--- config.mk ---
export PLATFORM = sky130hd
export DESIGN_NAME = closed_tour_length
export DESIGN_NICKNAME = d
export VERILOG_FILES = /design/src/ctl_pkg.sv /design/src/closed_tour_length.sv /design/src/ctl_isqrt.sv
export VERILOG_INCLUDE_DIRS = /design/src /design/src/src
export SDC_FILE = /design/constraint.sdc
export NUM_CORES = 2
export LEC_CHECK = 0
export ABC_AREA = 1
export BUFFER_PORTS_ARGS = -buffer_cell sky130_fd_sc_hd__buf_2
export CELL_PAD_IN_SITES_DETAIL_PLACEMENT = 0
export CELL_PAD_IN_SITES_GLOBAL_PLACEMENT = 1
export CORE_MARGIN = 4
export CORE_UTILIZATION = 44
export CTS_BUF_LIST = sky130_fd_sc_hd__clkbuf_8 sky130_fd_sc_hd__clkbuf_16
export DETAILED_ROUTE_END_ITERATION = 8
export PLACE_DENSITY_LB_ADDON = 0.15
export SETUP_SLACK_MARGIN = 0.2
export SYNTH_ARGS = -nofsm -noshare
export SYNTH_HDL_FRONTEND = slang
export SYNTH_HIERARCHICAL = 1
export SYNTH_SLANG_ARGS = --single-unit
--- constraint.sdc ---
create_clock -name clk -period 14.7 [get_ports clk]
set_input_delay 0.735 -clock clk [delete_from_list [all_inputs] [get_ports clk]]
set_output_delay 0.735 -clock clk [all_outputs]
set_load 0.1 [all_outputs]
--- src/assert_macros.svh ---
// Assertion macros shared by the tour length RTL.
// Depends on nothing; included by files that carry concurrent checks.
`ifndef ASSERT_MACROS_SVH
`define ASSERT_MACROS_SVH

// Check that a property holds at every clock edge outside reset.
`define CTL_ASSERT(lbl, clk, rst_n, prop, msg) \
  lbl: assert property (@(posedge clk) disable iff (!rst_n) prop) else $error(msg);

// Check that a condition never holds at a clock edge outside reset.
`define CTL_NEVER(lbl, clk, rst_n, cond, msg) \
  lbl: assert property (@(posedge clk) disable iff (!rst_n) !(cond)) else $error(msg);

`endif

--- src/ctl_pkg.sv ---
// Shared types and defaults for the closed tour length block.
// Used by ctl_isqrt, closed_tour_length, the checker and the testbench; depends on nothing.
package ctl_pkg;

  // Default field widths
  localparam int COORD_BITS_DEF = 24;
  localparam int TOTAL_BITS_DEF = 32;

  // Sequencer states of the top level
  typedef enum logic [2:0] {
    ST_IDLE,
    ST_DIFF,
    ST_SQUARE,
    ST_START,
    ST_ROOT,
    ST_EMIT
  } ctl_state_t;

  // Status of the square root unit
  typedef struct packed {
    logic busy;
    logic done;
  } ctl_root_stat_t;

endpackage

--- src/closed_tour_length.sv ---
// Closed tour length: accumulates rounded Euclidean edge lengths of a city tour.
// Depends on ctl_pkg, ctl_isqrt and assert_macros.svh.
//
// Cities arrive one item at a time; the first city of a tour is only stored,
// each later city runs the difference, squaring and root start steps and then
// the square root unit, and the last city of a longer tour runs these steps
// once more for the closing edge before the result register is loaded. The
// square root unit retires two bits of the squared distance per cycle over
// COORD_BITS+1 steps, with the radicand sum formed as the root unit starts.
// One item is worked at a time. A finished result waits in the output
// register while the next tour is already taken in. The total saturates at
// all ones and out_saturated then reports the clamp.
`include "assert_macros.svh"

module closed_tour_length import ctl_pkg::*; #(
  parameter int COORD_BITS = COORD_BITS_DEF,
  parameter int TOTAL_BITS = TOTAL_BITS_DEF
) (
  input  logic                         clk,
  input  logic                         rst_n,
  input  logic                         in_valid,
  output logic                         in_stall,
  input  logic signed [COORD_BITS-1:0] in_x_coord,
  input  logic signed [COORD_BITS-1:0] in_y_coord,
  input  logic                         in_last_city,
  output logic                         out_valid,
  input  logic                         out_stall,
  output logic [TOTAL_BITS-1:0]        out_total,
  output logic                         out_saturated
);

  localparam int ROOT_W = COORD_BITS + 1;
  localparam int SQ_W   = 2 * COORD_BITS;
  localparam int RAD_W  = 2 * ROOT_W;
  localparam int LEN_W  = ROOT_W + 1;
  localparam int ACC_W  = ((TOTAL_BITS > LEN_W) ? TOTAL_BITS : LEN_W) + 1;

  ctl_state_t state_r, state_nxt;

  logic [COORD_BITS-1:0] first_x_r, first_y_r, prev_x_r, prev_y_r;
  logic [COORD_BITS-1:0] op_ax_r, op_ay_r, op_bx_r, op_by_r;
  logic [COORD_BITS-1:0] dx_r, dx_nxt, dy_r, dy_nxt;
  logic [SQ_W-1:0]       sx_r, sy_r;
  logic [TOTAL_BITS-1:0] total_r, total_nxt;
  logic                  clamped_r, clamped_nxt;
  logic                  in_tour_r, last_r, close_r;
  logic                  out_valid_r, out_sat_r;
  logic [TOTAL_BITS-1:0] out_len_r;

  logic                  accept, sq_start, acc_en, load_out;
  logic [COORD_BITS:0]   diff_x, diff_y;
  logic [RAD_W-1:0]      radicand;
  logic [LEN_W-1:0]      edge_len;
  logic [ACC_W-1:0]      acc_sum;
  logic                  acc_sat;
  ctl_root_stat_t        sq_stat;

  // Next state
  always_comb begin
    state_nxt = state_r;
    case (state_r)
      ST_IDLE: begin
        if (in_valid) begin
          if (!in_tour_r) state_nxt = in_last_city ? ST_EMIT : ST_IDLE;
          else            state_nxt = ST_DIFF;
        end
      end
      ST_DIFF:   state_nxt = ST_SQUARE;
      ST_SQUARE: state_nxt = ST_START;
      ST_START:  state_nxt = ST_ROOT;
      ST_ROOT: begin
        if (sq_stat.done) begin
          if (last_r && !close_r) state_nxt = ST_DIFF;
          else if (last_r)        state_nxt = ST_EMIT;
          else                    state_nxt = ST_IDLE;
        end
      end
      ST_EMIT: begin
        if (!out_valid_r || !out_stall) state_nxt = ST_IDLE;
      end
      default: state_nxt = ST_IDLE;
    endcase
  end

  // Control outputs of the sequencer
  always_comb begin
    in_stall = 1'b1;
    sq_start = 1'b0;
    acc_en   = 1'b0;
    load_out = 1'b0;
    case (state_r)
      ST_IDLE:  in_stall = 1'b0;
      ST_START: sq_start = 1'b1;
      ST_ROOT:  acc_en   = sq_stat.done;
      ST_EMIT:  load_out = !out_valid_r || !out_stall;
      default:  in_stall = 1'b1;
    endcase
  end

  assign accept = in_valid && !in_stall;

  // Absolute coordinate differences of the current edge
  always_comb begin
    diff_x = {op_ax_r[COORD_BITS-1], op_ax_r} - {op_bx_r[COORD_BITS-1], op_bx_r};
    diff_y = {op_ay_r[COORD_BITS-1], op_ay_r} - {op_by_r[COORD_BITS-1], op_by_r};
    dx_nxt = diff_x[COORD_BITS] ? COORD_BITS'(-diff_x) : diff_x[COORD_BITS-1:0];
    dy_nxt = diff_y[COORD_BITS] ? COORD_BITS'(-diff_y) : diff_y[COORD_BITS-1:0];
  end

  assign radicand = RAD_W'(sx_r) + RAD_W'(sy_r);

  ctl_isqrt #(
    .ROOT_W (ROOT_W)
  ) u_isqrt (
    .clk      (clk),
    .rst_n    (rst_n),
    .start    (sq_start),
    .radicand (radicand),
    .stat     (sq_stat),
    .root     (edge_len)
  );

  // Saturating add of the rounded edge length
  always_comb begin
    acc_sum     = ACC_W'(total_r) + ACC_W'(edge_len);
    acc_sat     = |acc_sum[ACC_W-1:TOTAL_BITS];
    total_nxt   = acc_sat ? '1 : acc_sum[TOTAL_BITS-1:0];
    clamped_nxt = clamped_r | acc_sat;
  end

  // Control registers
  always_ff @(posedge clk) begin
    if (!rst_n) begin
      state_r     <= ST_IDLE;
      in_tour_r   <= 1'b0;
      out_valid_r <= 1'b0;
      total_r     <= '0;
      clamped_r   <= 1'b0;
    end else begin
      state_r <= state_nxt;
      if (accept && !in_tour_r) begin
        in_tour_r <= 1'b1;
        total_r   <= '0;
        clamped_r <= 1'b0;
      end else if (acc_en) begin
        total_r   <= total_nxt;
        clamped_r <= clamped_nxt;
      end
      if (load_out) begin
        in_tour_r   <= 1'b0;
        out_valid_r <= 1'b1;
      end else if (out_valid_r && !out_stall) begin
        out_valid_r <= 1'b0;
      end
    end
  end

  // Datapath registers: points, edge operands, differences, squares, result
  always_ff @(posedge clk) begin
    if (accept) begin
      prev_x_r <= in_x_coord;
      prev_y_r <= in_y_coord;
      op_ax_r  <= in_x_coord;
      op_ay_r  <= in_y_coord;
      op_bx_r  <= prev_x_r;
      op_by_r  <= prev_y_r;
      last_r   <= in_last_city;
      close_r  <= 1'b0;
      if (!in_tour_r) begin
        first_x_r <= in_x_coord;
        first_y_r <= in_y_coord;
      end
    end
    // Set up the closing edge back to the first city
    if (acc_en && last_r && !close_r) begin
      op_ax_r <= first_x_r;
      op_ay_r <= first_y_r;
      op_bx_r <= prev_x_r;
      op_by_r <= prev_y_r;
      close_r <= 1'b1;
    end
    if (state_r == ST_DIFF) begin
      dx_r <= dx_nxt;
      dy_r <= dy_nxt;
    end
    if (state_r == ST_SQUARE) begin
      sx_r <= SQ_W'(dx_r) * SQ_W'(dx_r);
      sy_r <= SQ_W'(dy_r) * SQ_W'(dy_r);
    end
    if (load_out) begin
      out_len_r <= total_r;
      out_sat_r <= clamped_r;
    end
  end

  assign out_valid     = out_valid_r;
  assign out_total     = out_len_r;
  assign out_saturated = out_sat_r;

  `CTL_ASSERT(a_out_from_emit, clk, rst_n, $rose(out_valid_r) |-> ($past(state_r) == ST_EMIT),
              "result appeared outside the emit step")
  `CTL_NEVER(a_start_while_busy, clk, rst_n, sq_start && sq_stat.busy,
             "root unit restarted while busy")
  `CTL_ASSERT(a_done_in_root, clk, rst_n, sq_stat.done |-> (state_r == ST_ROOT),
              "root finished outside the root step")
  `CTL_ASSERT(a_sat_all_ones, clk, rst_n, (out_valid_r && out_sat_r) |-> (&out_len_r),
              "saturated total is not all ones")

endmodule

--- src/ctl_isqrt.sv ---
// Digit-serial integer square root with round-to-nearest, two radicand bits a cycle.
// Depends on ctl_pkg and assert_macros.svh.
`include "assert_macros.svh"

module ctl_isqrt import ctl_pkg::*; #(
  parameter int ROOT_W = COORD_BITS_DEF + 1
) (
  input  logic                  clk,
  input  logic                  rst_n,
  input  logic                  start,
  input  logic [2*ROOT_W-1:0]   radicand,
  output ctl_root_stat_t        stat,
  output logic [ROOT_W:0]       root
);

  localparam int CNT_W = $clog2(ROOT_W + 1);
  localparam logic [CNT_W-1:0] ITERS = CNT_W'(ROOT_W);

  logic [2*ROOT_W-1:0] rad_r, rad_nxt;
  logic [ROOT_W:0]     rem_r, rem_nxt;
  logic [ROOT_W-1:0]   root_r, root_nxt;
  logic [CNT_W-1:0]    cnt_r;
  logic                busy_r, done_r;

  logic [ROOT_W+2:0]   rem_sh;
  logic [ROOT_W+2:0]   trial;
  logic [ROOT_W+3:0]   diff;
  logic                fits;

  // One root step: bring down two radicand bits and try the next root bit
  always_comb begin
    rem_sh   = {rem_r, rad_r[2*ROOT_W-1 -: 2]};
    trial    = {1'b0, root_r, 2'b01};
    diff     = {1'b0, rem_sh} - {1'b0, trial};
    fits     = ~diff[ROOT_W+3];
    rem_nxt  = fits ? diff[ROOT_W:0] : rem_sh[ROOT_W:0];
    root_nxt = {root_r[ROOT_W-2:0], fits};
    rad_nxt  = {rad_r[2*ROOT_W-3:0], 2'b00};
  end

  // Control: load on start, count the steps, pulse done after the last
  always_ff @(posedge clk) begin
    if (!rst_n) begin
      busy_r <= 1'b0;
      done_r <= 1'b0;
      cnt_r  <= '0;
    end else begin
      done_r <= 1'b0;
      if (start) begin
        busy_r <= 1'b1;
        cnt_r  <= ITERS;
      end else if (busy_r) begin
        cnt_r <= cnt_r - 1'b1;
        if (cnt_r == CNT_W'(1)) begin
          busy_r <= 1'b0;
          done_r <= 1'b1;
        end
      end
    end
  end

  // Datapath: shift the radicand out, build the root one bit a step
  always_ff @(posedge clk) begin
    if (start) begin
      rad_r  <= radicand;
      rem_r  <= '0;
      root_r <= '0;
    end else if (busy_r) begin
      rad_r  <= rad_nxt;
      rem_r  <= rem_nxt;
      root_r <= root_nxt;
    end
  end

  // Round up when the remainder exceeds the floor root
  assign root = {1'b0, root_r} + (ROOT_W+1)'(rem_r > {1'b0, root_r});

  assign stat.busy = busy_r;
  assign stat.done = done_r;

  `CTL_ASSERT(a_start_busy, clk, rst_n, start |=> busy_r, "root unit did not start")
  `CTL_ASSERT(a_done_after_busy, clk, rst_n, done_r |-> ($past(busy_r) && !busy_r),
              "done without a finished run")
  `CTL_ASSERT(a_busy_count, clk, rst_n, busy_r |-> (cnt_r != '0), "busy with no steps left")

endmodule

==> flow_summary.yaml <==
logic_synthesis:
  syn-num-nets: 9068
  synth_cells: 7653
  synth-warning-count: 6
  synth_area_um2: 63500
  syn_avg_cell_area_um2: 8.30
final_layout:
  area_delta_synth_final_pct: 7.36
  final_cells: 9673
  num-fill-cells: 14300
  multi_input_area_um2: 40900
  layout.area.seq_um2: 14500
  final_nets: 9130
  drive_above_1_share_pct: 5.25
  design_area_um2: 68200
route:
  viasPerCell: 4.91
  totalWireLength_um: 166000
  drt_iter0_drc: 2738
  wl_per_cell_um: 17.2
  drc_errors: 0
  dr_total_vias: 47500
  first_pass_iters: 7
  postRouteAntennaNets: 0
clock_network:
  cts_tree: "built"
  cts_setup_buffers: 0
  clk_latency_ps: 710
  cts.htree.levels: 2
  ctsHoldBuffers: 0
  cts.sinks: 515
  root_buffer: "clkbuf_16"
  cts-resized-gates: 0
  clock_path_buffers: 3
  cts_buffers: 61
  path_clk_slew_ps: 70
setup_path:
  crit_path_start_kind: "flip-flop"
  cpPeakStageDelay_ps: 1100
  worstPathRequired_ps: 15160
  critPathArrivalTime_ps: 7860
  worst_path_max_delay_cell: "edfxtp_1"
  rr_startpoint: "dx_r[4]"
  crit_start: "dx_r[4]"
  path_cells: "nand2_1 > fa_1 > inv_1 > fa_1 > inv_1 > fa_1 > fa_1 > inv_1 > fa_1 > fa_1 > inv_1 > fa_1 > inv_1 > ha_1 > a21oi_1 > o21ai_0 > or2_2 > nand2_1 > o21ai_0 > nand2_1 > nand3_1 > nand2_1"
  cp_common_cell: "fa_1"
  critPathCaptureType: "flip-flop"
  critPathKind: "reg -> reg"
  critPathTopFamily: "adder cells"
  critPathBufInv: 5
  worstPathMaxFanout: 24
global_route:
  antenna_found_initial: 5
  grt_util_all_layers_pct: 22.3
  grt_start_max_net_pins: 79
  grt_pass1_wl_um: 267000
  overflow: 0
  grt_pass1_vias: 49600
place:
  detailedPlace.worstSlack_ps: 7300
  place.detailed.hpwl_um: 136000
  dp.cells: 9555
  port_buffers: 87
  place_congestion: 0.904
  placed_area_um2: 66200
die:
  die_area_um2: 150000
  io_pins: 88
  initial_core_util_pct: 44.3
  row_count: 139
  coreArea_um2: 143000
  die_y_um: 388
  die_w_um: 388
sta:
  rsz0062_at_grt: "no"
  tightest_slew_ps: 1140
  final_hold_viol_count: 0
  fin_ws_ps: 7300
  finalMaxSlewViolations: 0
  setup_violations: 0
  tns_ps: 0
  fin_crit_ps: 7400
  max_freq_ghz: 0.135
  layout_worst_path_cycle_share_pct: 50.3
  relSlewSlack_pct: 23.9
  skew_ps: 78.5
worst_hold_path:
  hold_path.class: "in -> reg"
  hold_start: "in_x_coord[9]"
outcome:
  status: "complete, no violations"
flow_run:
  maxCapViolations: 0
## cells in the final DEF (no fill, tap or decap), types with 6 or more instances in the layout
cell type      n
mux2_2        45
nor4_1        27
inv_1       1989
nand3b_1      15
edfxtp_1     418
clkbuf_16     63
nand2_1     1795
nor2_4        12
a211oi_1       9
a31oi_1       40
o22ai_1       25
fa_1         853
nand3_2       16
o21a_1        10
nor2_1       440
dfxtp_1       97
nand2_2       35
a21boi_0      15
nand4_1       54
o21ai_0      168
a21o_1        25
ha_1         509
o21ai_1       13
nand3_1      246
nor3_1        35
clkinv_4       7
buf_4         59
o211ai_1       9
a21oi_1      261
clkinvlp_4     8
nor2_2        15
xor2_1       160
buf_2         87
or2_2          6
clkinv_1      10
o21bai_1      40
xnor2_1       66
inv_2         14
## area by class of cell
class                      instances  share of cell area (%)
antenna                            3                  0.0110
clock buffer                      66                    2.37
clock inverter                    49                   0.574
inverter                        1993                    11.0
multi-input combinational       4998                    60.0
sequential                       515                    21.3
tap                             1903                    3.49
timing repair buffer             146                    1.29
## path summary, 6_finish.rpt
check	slack [ps]	depth (start not counted)	to
setup / recovery	7300	22	sx_r[38]
hold / removal	230	1	first_x_r[9]
setup reg to reg	7300	22	sx_r[38]
hold reg to reg	400	0	op_by_r[4]
## layer usage
metal | up-vias | GRT usage (%) | wire length, um
li1 | 23400 | - | -
met4 | 0 | 5.95 | 4760
met2 | 872 | 38.3 | 80300
met1 | 23100 | 29.9 | 74700
met5 | - | 0 | 0
met3 | 206 | 2.38 | 6590
## registers in the layout, indices dropped and copies added, names as in the netlist, 3 cells and up
name / flops
u_isqrt/rad_r: 50
sx_r: 47
sy_r: 47
out_total: 32
total_r: 32
u_isqrt/rem_r: 26
u_isqrt/root_r: 25
dx_r: 24
dy_r: 24
first_x_r: 24
first_y_r: 24
op_ax_r: 24
op_ay_r: 24
op_bx_r: 24
op_by_r: 24
prev_x_r: 24
prev_y_r: 24
u_isqrt/cnt_r: 5
state_r: 3
## stage by stage
stage                     hold slack, ps  utilization (%)
after detailed placement             405             46.1
after CTS                            182             47.5
after floorplan                      400                -
final                                235             47.5
after global placement               400             46.1
after global routing                 205             47.5
Power is left out: the tool's default activity adds up to more than one toggle a clock period on the data nets, which glitch-free logic cannot reach.
